$ cat src/base64_stream_codec_macros.svh
// assertion macros for the base64 stream codec
`ifndef BASE64_STREAM_CODEC_MACROS_SVH
`define BASE64_STREAM_CODEC_MACROS_SVH
`ifndef SYNTHESIS
`define B64_ASSERT_IMP(label, clk, rst_n, ante, cons) \
  label: assert property (@(posedge clk) disable iff (!rst_n) (ante) |-> (cons)) \
    else $error("b64 assertion failed");
`define B64_ASSERT_NXT(label, clk, rst_n, ante, cons) \
  label: assert property (@(posedge clk) disable iff (!rst_n) (ante) |=> (cons)) \
    else $error("b64 assertion failed");
`else
`define B64_ASSERT_IMP(label, clk, rst_n, ante, cons)
`define B64_ASSERT_NXT(label, clk, rst_n, ante, cons)
`endif
`endif

$ cat src/b64_pkg.sv
// shared types, codes and alphabet functions of the base64 stream codec
package b64_pkg;

  // one result word
  typedef struct packed {
    logic [7:0] value;
    logic       valid;
    logic       eos;
    logic [1:0] status;
  } b64_res_t;

  // load request from the codec logic to the result buffer
  typedef struct packed {
    logic       load;
    logic [2:0] cnt;
  } b64_ld_t;

  localparam int unsigned N_RES = 4;

  // cfg address width, register select sits on bit 2
  localparam int unsigned CFG_AW = 3;

  localparam logic [1:0] ST_OK       = 2'd0;
  localparam logic [1:0] ST_BAD_CHAR = 2'd1;
  localparam logic [1:0] ST_BAD_LEN  = 2'd2;

  localparam logic MODE_ENC = 1'b0;
  localparam logic MODE_DEC = 1'b1;

  // register select, taken from paddr bit 2
  localparam logic REG_MODE = 1'b0;

  localparam logic [7:0] PAD_CHAR = 8'h3D;

  // 6-bit value to alphabet character
  function automatic logic [7:0] sextet_to_char(input logic [5:0] v);
    logic [7:0] r;
    if (v < 6'd26) begin
      r = 8'h41 + {2'b00, v};
    end else if (v < 6'd52) begin
      r = 8'h61 + {2'b00, v} - 8'd26;
    end else if (v < 6'd62) begin
      r = 8'h30 + {2'b00, v} - 8'd52;
    end else if (v == 6'd62) begin
      r = 8'h2B;
    end else begin
      r = 8'h2F;
    end
    return r;
  endfunction

  // character to 6-bit value, bit 6 flags a character outside the alphabet
  function automatic logic [6:0] char_to_sextet(input logic [7:0] c);
    logic [6:0] r;
    if (c >= 8'h41 && c <= 8'h5A) begin
      r = 7'(c - 8'h41);
    end else if (c >= 8'h61 && c <= 8'h7A) begin
      r = 7'(c - 8'h61 + 8'd26);
    end else if (c >= 8'h30 && c <= 8'h39) begin
      r = 7'(c - 8'h30 + 8'd52);
    end else if (c == 8'h2B) begin
      r = 7'd62;
    end else if (c == 8'h2F) begin
      r = 7'd63;
    end else begin
      r = 7'h40;
    end
    return r;
  endfunction

endpackage

$ cat src/b64_if.sv
// stream channel interfaces of the base64 stream codec

// input channel: one byte or character per word
interface b64_in_if;
  logic       valid;
  logic       ready;
  logic [7:0] in_byte;
  logic       last_item;

  modport source (output valid, output in_byte, output last_item, input ready);
  modport sink (input valid, input in_byte, input last_item, output ready);
endinterface

// result channel: one character, byte or status per word
interface b64_out_if;
  logic       valid;
  logic       ready;
  logic [7:0] out_value;
  logic       out_valid;
  logic       end_of_stream;
  logic [1:0] status;

  modport source (output valid, output out_value, output out_valid,
                  output end_of_stream, output status, input ready);
  modport sink (input valid, input out_value, input out_valid,
                input end_of_stream, input status, output ready);
endinterface

$ cat src/b64_outbuf.sv
// result buffer: holds up to four result words and sends them one per cycle while the receiver is ready
`include "base64_stream_codec_macros.svh"

module b64_outbuf (
  input  logic              clk,
  input  logic              rst_n,
  input  b64_pkg::b64_ld_t  ld,
  input  b64_pkg::b64_res_t ld_items [b64_pkg::N_RES],
  output logic              can_load,
  output logic              head_valid,
  output b64_pkg::b64_res_t head,
  input  logic              head_ready
);

  b64_pkg::b64_res_t items_r [b64_pkg::N_RES];
  logic [2:0]        rem_r;
  logic [2:0]        rem_nxt;
  logic              pop;

  // handshake side
  assign head_valid = (rem_r != 3'd0);
  assign head       = items_r[0];
  assign pop        = head_valid && head_ready;
  assign can_load   = (rem_r == 3'd0) || (rem_r == 3'd1 && head_ready);

  // fill count
  always_comb begin
    if (ld.load) begin
      rem_nxt = ld.cnt;
    end else if (pop) begin
      rem_nxt = rem_r - 3'd1;
    end else begin
      rem_nxt = rem_r;
    end
  end

  always_ff @(posedge clk) begin
    if (!rst_n) begin
      rem_r <= 3'd0;
    end else begin
      rem_r <= rem_nxt;
    end
  end

  // word storage, shifts toward the head on each send
  always_ff @(posedge clk) begin
    if (ld.load) begin
      for (int i = 0; i < b64_pkg::N_RES; i++) begin
        items_r[i] <= ld_items[i];
      end
    end else if (pop) begin
      for (int i = 0; i < b64_pkg::N_RES - 1; i++) begin
        items_r[i] <= items_r[i + 1];
      end
    end
  end

  `B64_ASSERT_IMP(a_load_when_free, clk, rst_n, ld.load && rem_r != 3'd0, rem_r == 3'd1 && pop)
  `B64_ASSERT_IMP(a_rem_bound, clk, rst_n, 1'b1, rem_r <= 3'd4)
  `B64_ASSERT_NXT(a_rem_drain, clk, rst_n, pop && !ld.load, rem_r == $past(rem_r) - 3'd1)

endmodule

$ cat src/base64_stream_codec.sv
// Base64 stream codec (standard alphabet), encode or decode set by the mode register
//
// in_ch takes one byte (encode) or one character (decode) per word, with
// last_item on the final word of a stream. out_ch gives characters, decoded
// bytes and status-only words (out_valid low). A word is moved when valid and
// ready are both high.
// Each accepted input word is worked out in the same cycle and its results are
// loaded into a four-entry result buffer; the first result shows on out_ch in
// the next cycle and the rest follow one per cycle while the receiver is ready.
// Encoding gives one or two characters per byte (up to four on the last byte,
// with padding); decoding gives at most one byte plus one end word. The next
// input word is taken in the cycle the last buffered result leaves, so
// throughput is one word per cycle when each word causes at most one result and
// the receiver is ready, else the single output port gives one result per cycle.
// When the receiver stalls, the buffer holds and in_ch.ready drops until the
// last buffered result is taken. Reset (rst_n low, synchronous) sets mode to
// encode and clears the stream state and the buffer. Writing the mode register
// at byte address 0 through the cfg port also starts a new stream.
`include "base64_stream_codec_macros.svh"

module base64_stream_codec (
  input  logic                        clk,
  input  logic                        rst_n,
  b64_in_if.sink                      in_ch,
  b64_out_if.source                   out_ch,
  input  logic                        cfg_psel,
  input  logic                        cfg_penable,
  input  logic                        cfg_pwrite,
  input  logic [b64_pkg::CFG_AW-1:0]  cfg_paddr,
  input  logic [31:0]                 cfg_pwdata,
  output logic [31:0]                 cfg_prdata,
  output logic                        cfg_pready
);

  logic              mode_r;
  logic              enc_mode;
  logic [11:0]       held_bits_r;
  logic [11:0]       held_bits_nxt;
  logic [2:0]        held_count_r;
  logic [2:0]        held_count_nxt;
  logic [1:0]        char_phase_r;
  logic [1:0]        char_phase_nxt;
  logic              pad_seen_r;
  logic              pad_seen_nxt;
  logic [1:0]        error_code_r;
  logic [1:0]        error_code_nxt;
  b64_pkg::b64_res_t res [b64_pkg::N_RES];
  logic [2:0]        n_res;
  logic              in_acc;
  logic              can_load;
  logic              cfg_wr;
  logic              mode_sel;
  b64_pkg::b64_ld_t  ld;
  b64_pkg::b64_res_t head;

  // config port
  assign cfg_pready = 1'b1;
  assign mode_sel   = (cfg_paddr[2] == b64_pkg::REG_MODE);
  assign cfg_wr     = cfg_psel && cfg_penable && cfg_pwrite && mode_sel;
  assign cfg_prdata = mode_sel ? {31'd0, mode_r} : 32'd0;

  assign in_ch.ready = can_load;
  assign in_acc      = in_ch.valid && can_load;
  assign enc_mode    = (mode_r == b64_pkg::MODE_ENC);

  // per-word codec logic
  always_comb begin
    logic [11:0] hbx;
    logic [6:0]  sx;
    logic [5:0]  tail;
    logic [2:0]  lc;
    for (int i = 0; i < b64_pkg::N_RES; i++) begin
      res[i] = '0;
    end
    n_res          = 3'd0;
    held_bits_nxt  = held_bits_r;
    held_count_nxt = held_count_r;
    char_phase_nxt = char_phase_r;
    pad_seen_nxt   = pad_seen_r;
    error_code_nxt = error_code_r;
    hbx            = '0;
    sx             = '0;
    tail           = '0;
    lc             = '0;
    if (enc_mode) begin
      // encode: at most four bits carried over from the previous byte
      hbx = {held_bits_r[3:0], in_ch.in_byte};
      case (held_count_r)
        3'd2: begin
          res[n_res[1:0]] = '{b64_pkg::sextet_to_char(hbx[9:4]), 1'b1, 1'b0, b64_pkg::ST_OK};
          n_res = n_res + 3'd1;
          lc    = 3'd4;
          tail  = {hbx[3:0], 2'b00};
        end
        3'd4: begin
          res[n_res[1:0]] = '{b64_pkg::sextet_to_char(hbx[11:6]), 1'b1, 1'b0, b64_pkg::ST_OK};
          n_res = n_res + 3'd1;
          res[n_res[1:0]] = '{b64_pkg::sextet_to_char(hbx[5:0]), 1'b1, 1'b0, b64_pkg::ST_OK};
          n_res = n_res + 3'd1;
          lc    = 3'd0;
        end
        default: begin
          res[n_res[1:0]] = '{b64_pkg::sextet_to_char(hbx[7:2]), 1'b1, 1'b0, b64_pkg::ST_OK};
          n_res = n_res + 3'd1;
          lc    = 3'd2;
          tail  = {hbx[1:0], 4'b0000};
        end
      endcase
      held_bits_nxt  = hbx;
      held_count_nxt = lc;
      // flush the partial group and pad
      if (in_ch.last_item) begin
        if (lc != 3'd0) begin
          res[n_res[1:0]] = '{b64_pkg::sextet_to_char(tail), 1'b1, 1'b0, b64_pkg::ST_OK};
          n_res = n_res + 3'd1;
          res[n_res[1:0]] = '{b64_pkg::PAD_CHAR, 1'b1, 1'b0, b64_pkg::ST_OK};
          n_res = n_res + 3'd1;
          if (lc == 3'd2) begin
            res[n_res[1:0]] = '{b64_pkg::PAD_CHAR, 1'b1, 1'b0, b64_pkg::ST_OK};
            n_res = n_res + 3'd1;
          end
        end
        res[2'(n_res - 3'd1)].eos = 1'b1;
      end
    end else begin
      // decode: at most six bits carried over from previous characters
      char_phase_nxt = char_phase_r + 2'd1;
      if (!pad_seen_r && error_code_r == b64_pkg::ST_OK) begin
        if (in_ch.in_byte == b64_pkg::PAD_CHAR) begin
          pad_seen_nxt = 1'b1;
        end else begin
          sx = b64_pkg::char_to_sextet(in_ch.in_byte);
          if (sx[6]) begin
            error_code_nxt = b64_pkg::ST_BAD_CHAR;
            if (!in_ch.last_item) begin
              res[n_res[1:0]] = '{8'd0, 1'b0, 1'b0, b64_pkg::ST_BAD_CHAR};
              n_res = n_res + 3'd1;
            end
          end else begin
            hbx = {held_bits_r[5:0], sx[5:0]};
            held_bits_nxt = hbx;
            case (held_count_r)
              3'd2: begin
                res[n_res[1:0]] = '{hbx[7:0], 1'b1, 1'b0, b64_pkg::ST_OK};
                n_res = n_res + 3'd1;
                held_count_nxt = 3'd0;
              end
              3'd4: begin
                res[n_res[1:0]] = '{hbx[9:2], 1'b1, 1'b0, b64_pkg::ST_OK};
                n_res = n_res + 3'd1;
                held_count_nxt = 3'd2;
              end
              3'd6: begin
                res[n_res[1:0]] = '{hbx[11:4], 1'b1, 1'b0, b64_pkg::ST_OK};
                n_res = n_res + 3'd1;
                held_count_nxt = 3'd4;
              end
              default: begin
                held_count_nxt = 3'd6;
              end
            endcase
          end
        end
      end
      // end word with the stream status
      if (in_ch.last_item) begin
        res[n_res[1:0]] = '{8'd0, 1'b0, 1'b1,
                            (char_phase_nxt != 2'd0) ? b64_pkg::ST_BAD_LEN : error_code_nxt};
        n_res = n_res + 3'd1;
      end
    end
    // a new stream starts after the last word
    if (in_ch.last_item) begin
      held_bits_nxt  = '0;
      held_count_nxt = '0;
      char_phase_nxt = '0;
      pad_seen_nxt   = 1'b0;
      error_code_nxt = b64_pkg::ST_OK;
    end
  end

  // mode and stream state
  always_ff @(posedge clk) begin
    if (!rst_n) begin
      mode_r       <= b64_pkg::MODE_ENC;
      held_bits_r  <= '0;
      held_count_r <= '0;
      char_phase_r <= '0;
      pad_seen_r   <= 1'b0;
      error_code_r <= b64_pkg::ST_OK;
    end else if (cfg_wr) begin
      mode_r       <= cfg_pwdata[0];
      held_bits_r  <= '0;
      held_count_r <= '0;
      char_phase_r <= '0;
      pad_seen_r   <= 1'b0;
      error_code_r <= b64_pkg::ST_OK;
    end else if (in_acc) begin
      held_bits_r  <= held_bits_nxt;
      held_count_r <= held_count_nxt;
      char_phase_r <= char_phase_nxt;
      pad_seen_r   <= pad_seen_nxt;
      error_code_r <= error_code_nxt;
    end
  end

  // result buffer
  assign ld.load = in_acc;
  assign ld.cnt  = n_res;

  b64_outbuf u_outbuf (
    .clk        (clk),
    .rst_n      (rst_n),
    .ld         (ld),
    .ld_items   (res),
    .can_load   (can_load),
    .head_valid (out_ch.valid),
    .head       (head),
    .head_ready (out_ch.ready)
  );

  assign out_ch.out_value     = head.value;
  assign out_ch.out_valid     = head.valid;
  assign out_ch.end_of_stream = head.eos;
  assign out_ch.status        = head.status;

  `B64_ASSERT_IMP(a_enc_count, clk, rst_n, enc_mode, held_count_r <= 3'd4 && !held_count_r[0])
  `B64_ASSERT_IMP(a_dec_count, clk, rst_n, !enc_mode, !held_count_r[0])
  `B64_ASSERT_IMP(a_enc_status, clk, rst_n, out_ch.valid && enc_mode, out_ch.status == 2'd0)
  `B64_ASSERT_NXT(a_last_clears, clk, rst_n, in_acc && in_ch.last_item, char_phase_r == 2'd0)

endmodule

$ cat src/flat_wrapper.sv
// flat-port wrapper written by rule: the top's interface ports become plain ports
module base64_stream_codec_flat 
  (clk, rst_n, cfg_psel, cfg_penable, cfg_pwrite, cfg_paddr, cfg_pwdata, cfg_prdata, cfg_pready, in_ch_valid, in_ch_in_byte, in_ch_last_item, in_ch_ready, out_ch_valid, out_ch_out_value, out_ch_out_valid, out_ch_end_of_stream, out_ch_status, out_ch_ready);
  b64_in_if in_ch_i ();
  b64_out_if out_ch_i ();
  input  logic clk;
  input  logic rst_n;
  input  logic cfg_psel;
  input  logic cfg_penable;
  input  logic cfg_pwrite;
  input  logic [b64_pkg::CFG_AW-1:0] cfg_paddr;
  input  logic [31:0] cfg_pwdata;
  output logic [31:0] cfg_prdata;
  output logic cfg_pready;
  input wire logic [$bits(in_ch_i.valid)-1:0] in_ch_valid;
  input wire logic [$bits(in_ch_i.in_byte)-1:0] in_ch_in_byte;
  input wire logic [$bits(in_ch_i.last_item)-1:0] in_ch_last_item;
  output wire logic [$bits(in_ch_i.ready)-1:0] in_ch_ready;
  output wire logic [$bits(out_ch_i.valid)-1:0] out_ch_valid;
  output wire logic [$bits(out_ch_i.out_value)-1:0] out_ch_out_value;
  output wire logic [$bits(out_ch_i.out_valid)-1:0] out_ch_out_valid;
  output wire logic [$bits(out_ch_i.end_of_stream)-1:0] out_ch_end_of_stream;
  output wire logic [$bits(out_ch_i.status)-1:0] out_ch_status;
  input wire logic [$bits(out_ch_i.ready)-1:0] out_ch_ready;
  assign in_ch_i.valid = in_ch_valid;
  assign in_ch_i.in_byte = in_ch_in_byte;
  assign in_ch_i.last_item = in_ch_last_item;
  assign in_ch_ready = in_ch_i.ready;
  assign out_ch_valid = out_ch_i.valid;
  assign out_ch_out_value = out_ch_i.out_value;
  assign out_ch_out_valid = out_ch_i.out_valid;
  assign out_ch_end_of_stream = out_ch_i.end_of_stream;
  assign out_ch_status = out_ch_i.status;
  assign out_ch_i.ready = out_ch_ready;
  base64_stream_codec u_core (.clk(clk), .rst_n(rst_n), .in_ch(in_ch_i), .out_ch(out_ch_i), .cfg_psel(cfg_psel), .cfg_penable(cfg_penable), .cfg_pwrite(cfg_pwrite), .cfg_paddr(cfg_paddr), .cfg_pwdata(cfg_pwdata), .cfg_prdata(cfg_prdata), .cfg_pready(cfg_pready));
endmodule
$ cat config.mk
export PLATFORM = sky130hd
export DESIGN_NAME = base64_stream_codec_flat
export DESIGN_NICKNAME = d
export VERILOG_FILES = /design/src/b64_pkg.sv /design/src/b64_if.sv /design/src/b64_outbuf.sv /design/src/base64_stream_codec.sv /design/src/flat_wrapper.sv
export VERILOG_INCLUDE_DIRS = /design/src /design/src/src
export SDC_FILE = /design/constraint.sdc
export NUM_CORES = 1
export LEC_CHECK = 0
export ABC_CLOCK_PERIOD_IN_PS = 4170
export BUFFER_PORTS_ARGS = -buffer_cell sky130_fd_sc_hd__clkbuf_2
export CAP_MARGIN = 10
export CELL_PAD_IN_SITES_DETAIL_PLACEMENT = 0
export CELL_PAD_IN_SITES_GLOBAL_PLACEMENT = 2
export CORE_ASPECT_RATIO = 0.75
export CORE_MARGIN = 5
export CORE_UTILIZATION = 31
export DETAILED_ROUTE_END_ITERATION = 10
export HOLD_SLACK_MARGIN = 0.1
export PLACE_DENSITY = 0.81
export SLEW_MARGIN = 10
export SYNTH_ARGS = -nofsm -noshare
export SYNTH_HDL_FRONTEND = slang
export SYNTH_SLANG_ARGS = --single-unit
export TNS_END_PERCENT = 50
$ cat constraint.sdc
create_clock -name clk -period 4.17 [get_ports clk]
set_input_delay 0.417 -clock clk [delete_from_list [all_inputs] [get_ports clk]]
set_output_delay 0.417 -clock clk [all_outputs]
set_load 0.02 [all_outputs]
==> results of run 1 <==
[worst min-delay path: cells and delay by family]
family                 cells  cell delay, ns
AND/OR/NAND/NOR            1            0.09
buffers and inverters      1            0.07
multiplexers               1            0.06
[metrics by stage]
stage	std cells	setup WS, ns	utilization, %	hold WS (ns)	total power, W
detailed placement	967	0.720	33.4	0.462	0.00192
global placement	967	0.730	33.4	0.451	0.00190
CTS	975	0.961	34.2	0.389	0.00233
floorplan	743	1.19	-	0.441	0.00159
global route	975	0.743	34.2	0.403	0.00248
finish	975	0.898	34.2	0.392	0.00233
[worst paths after layout]
check | slack, ns | from | end
max | 0.90 | u_core.held_bits_r[1] | u_core.u_outbuf.items_r[0][9]
min | 0.39 | cfg_pwdata[0] | u_core.mode_r
max reg2reg | 0.90 | u_core.held_bits_r[1] | u_core.u_outbuf.items_r[0][9]
min reg2reg | 0.48 | u_core.pad_seen_r | u_core.pad_seen_r
[logic make-up (layout without fill, tap and decap cells)]
group | Yosys count | after routing | synth area share, %
fa+ha+maj | 47 | 47 | 10.6
other cells | 2 | 36 | 0.136
simple gates | 240 | 240 | 21.0
xor+xnor | 32 | 32 | 5.07
buf+inv | 111 | 101 | 10.6
flops | 48 | 48 | 23.0
mux | 8 | 8 | 1.77
compound gates | 221 | 221 | 27.8
[area by class of cell]
| cell class | count | area share (%) |
|---|---|---|
| well taps | 242 | 5.03 |
| repair buffers | 62 | 6.40 |
| clock buffers | 6 | 2.31 |
| multi-input cells | 584 | 63.1 |
| clock inverters | 2 | 0.166 |
| inverters | 31 | 1.93 |
| flip-flops and latches | 48 | 21.1 |
[Yosys cell counts (6+ instances only)]
| library cell | count |
|---|---|
| buf_2 | 7 |
| ha_1 | 47 |
| dfxtp_1 | 17 |
| nor2_1 | 45 |
| a221oi_1 | 6 |
| o21ai_0 | 47 |
| clkbuf_1 | 33 |
| o21a_1 | 6 |
| nand2b_1 | 14 |
| a21oi_1 | 48 |
| and3_1 | 6 |
| o31ai_1 | 8 |
| xor2_1 | 7 |
| a211oi_1 | 8 |
| inv_1 | 27 |
| nand3_1 | 31 |
| a21o_1 | 10 |
| nor2b_1 | 13 |
| o2111ai_1 | 6 |
| a31oi_1 | 9 |
| xnor2_1 | 25 |
| and2_1 | 6 |
| buf_4 | 33 |
| a22oi_1 | 9 |
| o211ai_1 | 8 |
| edfxtp_1 | 31 |
| nand2_1 | 80 |
| nor3_1 | 22 |
[registers in the layout, summed over array words and instances (netlist names)]
register and cells:
u_core.held_count_r 2, u_core.error_code_r 2, u_core.held_bits_r 6, u_core.mode_r 1
u_core.u_outbuf.items_r 31, u_core.char_phase_r 2, u_core.pad_seen_r 1, u_core.u_outbuf.rem_r 3
[metal layers]
metal	vias to the layer above	track usage [%]	share of wire, %
li1	2572	-	-
met1	2566	27.5	51
met2	231	23.6	41
met3	13	2.22	7.2
met4	0	2.66	0.90
met5	-	0	0
[power breakdown]
group	leakage [nW]	internal (W)	switching (W)
combinational	1.80	0.000344	0.000765
sequential	0.443	0.000747	0.0000662
clock	0.0766	0.000236	0.000169
==> impl_results.md, run 1 <==
- Clk buf depth: 2
- I/O Buffers: 32
- Final ANT Viol Nets: 0
- Most frequent cells in the layout: nand2_1, a21oi_1, o21ai_0, ha_1, nor2_1
- Layout Nets: 830
- CTS H-tree depth: 2
- Placed Instance Area: 5870 um2
- Final hold violation count: 0
- Final instance area: 6020 um2
- Crit path top cell by count: a21oi_1
- Chip Width: around 160 um
- Yosys cell types: 78
- Post-synth EDFFs: 31
- Critical path arrival: 3.27 ns
- DRC errors left: 0
- Gpl congestion: 0.917
- Prevailing post-synth register cell: edfxtp_1
- Fillers: 1880
- Layout area overhead: 8.94%
- GRT Total Usage: 16.9%
- Multi-input logic area: 3800 um2
- Synth warn: 0
- Via/cell ratio: 5.52
- Layout cell share with drive strength beyond 1: 12.4%
- Register area: 1270 um2
- Initial Utilization: 31.4%
- Hold path cells: 3
- CP max stage delay: 0.69 ns
- Status: finished, final reports clean
- Crit path launch type: register
- R2r worst-path depth: 9
- RSZ-0062 raised after global routing: false
- Slew Limit Fails: 0
- Antenna violations before repair: 0
- Worst-skew pair later-pin latency: 0.29 ns
- Clock Pin Slew Worst Setup and Hold Paths: 0.06 ns
- Power per Cell Area: a little under 400 nW/um2
- Worst Hold Class: in2reg
- DR iter-0 viols: between 600 and 700
- Vias in the first global route: 4969
- IR drop worst, VDD: 0.192 mV
- Crit path time final: 3.27 ns
- Leading post-synthesis cells by cell area: edfxtp_1, ha_1, dfxtp_1, nand2_1, buf_4
- CTS tree: yes
- Slowest CP cell: dfxtp_1
- Slew HR: 47.5%
- Core area: 17600 um2
- Post-Synthesis Cells: 709
- Vias after detailed routing: 5382
- Fmax: between 0.3 and 0.4 GHz
- Grt total ovfl: 0
- CP delay by family, top: compound AO/OA/AOI/OAI gates
- DP Wirelength: around 14000 um
- Count of state elements after synthesis: 48
- Top cell type's share of synthesized area: 16.8%
- Final period util: 78.5%
- Diode count: 0
- First-pass GRT wire length: 28200 um
- Mapped Area: 5530 um2
- Clock Sinks: 48
- Sequential fraction of the synthesis area: 23.0%
- CTS resizes: 0
- Leak Pwr: 2.32 nW
- Critical path type: reg2reg
- Clock Skews: 0.00193 ns
- Setup violators final: 0
- Total Wirelength: 17700 um
- Critical path data required time: 4.17 ns
- Worst-margin pin slew: 0.788 ns
- Num CTS Buffers: 5
- Crit end category: register
- Crit-path cells: inv_1 -> ha_1 -> nand2b_1 -> a21oi_1 -> a221oi_1 -> nor4_1 -> nor3_1 -> a21oi_1 -> o21ai_0
- Max-Cap Viols: 0
- Rows: 42
- IO Pins: 98
- Mapped Avg Cell Area: 7.79 um2
- Crit-path max FO: 14
- CTS root buf: clkbuf_16
- First drt pass iteration count: 5
- Hold_buf cts: 0
- Commonest non-fill, non-tap cell in the layout: nand2_1
- Synth area leader: edfxtp_1
- Wire length per cell: 18.2 um
- Final setup TNS: 0 ns
- Largest net degree at the start of global routing: 34
- Total die area: 20600 um2
- Async SR Flop Fraction: 0%
- Die Ht: approximately 130 um
- Postcts setup bufs: 0
- WP depth: 9
- CP bufs+invs: 1
Power figures use the tool's default switching activity.
==> run 2: changes to the inputs <==
- ABC_CLOCK_PERIOD_IN_PS: 4170 -> 3000
- CORE_UTILIZATION: 31 -> 30
- PLACE_DENSITY: 0.81 -> 0.82
- clock period: 4.17 -> 3 ns (I/O delays scaled with it)
==> run 2 against run 1 <==
Effect of this change:
- sequential cell count unchanged
- final area increased by 6.7%
- largest cell class unchanged
- final cell count increased by 5.8%
- critical endpoint is now u_core.u_outbuf.items_r[0][7]
- critical path depth increased by 2
- global-route usage decreased by 0.17 points
==> impl_results.md, run 2 (synthesis results as in run 1) <==
- I/O Buffers: 32 (unchanged)
- Antenna violations before repair: 0 (unchanged)
- Pre-CTS setup slack: -0.0585 ns (-0.779 ns)
- Chip Width: 167 um (+1.6%)
- Power per Cell Area: 519 nW/um2 (+34%)
- Diode count: 0 (unchanged)
- Total die area: 21300 um2 (+3.1%)
- Worst-margin pin slew: 0.603 ns (-0.185 ns)
- DRC errors left: 0 (unchanged)
- Commonest non-fill, non-tap cell in the layout: buf_4
- CTS H-tree depth: 2 (unchanged)
- Initial Utilization: 30.2% (-1.2 points)
- Die Ht: 128 um (+1.5%)
- Leak Pwr: 2.56 nW (+11%)
- CTS resizes: 0 (unchanged)
- Most frequent cells in the layout: buf_4, nand2_1, a21oi_1
- Core area: 18300 um2 (+3.9%)
- Final core utilization: 35.1% (+0.92 points)
- Slew Limit Fails: 0 (unchanged)
- Fillers: 1996 (+6.2%)
- First drt pass iteration count: 5 (unchanged)
- RSZ-0062 raised after global routing: false
- WHS: 0.267 ns (-0.125 ns)
- Wire length per cell: 17.6 um (-2.9%)
- Placed cell count: 1024 (+5.9%)
- Via/cell ratio: 5.25 (-4.9%)
- Vias after detailed routing: 5415 (+0.61%)
- Biggest regs: u_core.u_outbuf.items_r x31, u_core.held_bits_r x6, u_core.u_outbuf.rem_r x3
- Crit end category: register
- Clock Sinks: 48 (unchanged)
- Grt total ovfl: 0 (unchanged)
- Crit path launch type: primary input
- Critical path data required time: 3.09 ns (-1.08 ns)
- Critical path arrival: 2.91 ns (-0.36 ns)
- Largest net degree at the start of global routing: 31 (-8.8%)
- Rows: 43 (+2.4%)
- First-pass GRT wire length: 28700 um (+1.6%)
- Slew HR: 58.8% (+11 points)
- Layout Nets: 882 (+6.3%)
- Crit-path max FO: 14 (unchanged)
- Clk buf depth: 2 (unchanged)
- Vias in the first global route: 5062 (+1.9%)
- Clock Skews: 0.00525 ns (+0.00331 ns)
- Layout cell share with drive strength beyond 1: 18.1% (+5.7 points)
- Max-Cap Viols: 0 (unchanged)
- Total power draw: 0.00333 W (+43%)
- Setup violators final: 0 (unchanged)
- CP bufs+invs: 2 (+1)
- Layout area overhead: 16.3%
- IR drop worst, VDD: 0.283 mV (+48%)
- Num CTS Buffers: 5 (unchanged)
- CP max stage delay: 0.51 ns (-0.18 ns)
- Layout Cells excl Fill: 1032 (+5.8%)
- Clock Pin Slew Worst Setup and Hold Paths: 0.07 ns (about the same)
- IO Pins: 98 (unchanged)
- Worst Hold Class: in2reg
- DR iter-0 viols: 446 (-30%)
- Top reg by flops: u_core.u_outbuf.items_r
- Final hold violation count: 0 (unchanged)
- CTS tree: yes
- CTS root buf: clkbuf_16
- Final ANT Viol Nets: 0 (unchanged)
- Slowest CP cell: o31ai_2
- Gpl congestion: 0.890 (-2.9%)
- Largest register FFs: 31 (unchanged)
- CP delay by family, top: compound AO/OA/AOI/OAI gates
- Worst-skew pair later-pin latency: 0.29 ns (about the same)
- Postcts setup bufs: 0 (unchanged)
- Crit-path cells: clkbuf_2 -> ha_1 -> a21o_1 -> nand3_1 -> o221ai_2 -> buf_4 -> nand2b_1 -> a21oi_2 -> o31ai_2 -> a222oi_1 -> o221ai_1
- Total Wirelength: 18200 um (+2.7%)
- Critical path type: in2reg
- Status: finished, final reports clean
- Hold_buf cts: 0 (unchanged)
- Fmax: 0.355 GHz
- Final setup margin: 0.184 ns (-0.714 ns)
- DP Wirelength: 14500 um (+6.4%)
- GRT Total Usage: 16.7% (-0.17 points)
- Final period util: 93.9%
- Crit path time final: 2.82 ns
[run 2: cell type report]
cell class | count | area [um2] | share of cell area (%)
tap | 247 | 309 | 4.81
multi-input combinational | 584 | 3800 | 59.1
inverter | 31 | 116 | 1.81
clock inverter | 3 | 18.8 | 0.292
sequential | 48 | 1270 | 19.8
timing repair buffer | 114 | 788 | 12.3
clock buffer | 5 | 125 | 1.95
[run 2: path summary, 6_finish.rpt]
| kind | depth (start not counted) | from | end | slack [ns] |
|---|---|---|---|---|
| setup / recovery | 11 | in_ch_in_byte[3] | u_core.u_outbuf.items_r[0][7] | 0.18 |
| hold / removal | 3 | cfg_pwdata[0] | u_core.mode_r | 0.27 |
| setup reg to reg | 9 | u_core.held_bits_r[0] | u_core.u_outbuf.items_r[0][7] | 0.30 |
| hold reg to reg | 1 | u_core.pad_seen_r | u_core.pad_seen_r | 0.47 |
[run 2: routing by layer]
metal / vias to the layer above / track usage, % / share of wire, % / routed length, um
met2: 172 / 23.2 / 39 / 7180
met5: - / 0 / 0 / 0
met1: 2558 / 27.0 / 53 / 9660
li1: 2672 / - / - / -
met3: 13 / 2.81 / 6.6 / 1200
met4: 0 / 2.55 / 0.87 / 159
[run 2: per-stage QoR]
stage | instance area [um2] | setup TNS (ns)
2_1_floorplan | 5650 | 0
3_3_place_gp | 6280 | -0.0405
3_5_place_dp | 6280 | -0.160
4_1_cts | 6420 | 0
5_1_grt | 6420 | 0
6_report | 6420 | 0
[run 2: worst register-to-register path, cell delays in order (launching register included)]
cell	delay (ns)
dfxtp_1	0.35
inv_1	0.19
ha_1	0.28
a21o_1	0.19
a21oi_1	0.41
a311oi_1	0.08
o21ai_0	0.24
o21ai_0	0.20
a21oi_1	0.25
o221ai_1	0.21
[run 2: where the power goes]
| part | switching, W | leakage [nW] | internal (W) |
|---|---|---|---|
| Combinational | 0.00108 | 2.06 | 0.000559 |
| Clock | 0.000250 | 0.0635 | 0.000306 |
| Sequential | 0.0000932 | 0.443 | 0.00104 |
| Total | 0.00143 | 2.56 | 0.00190 |
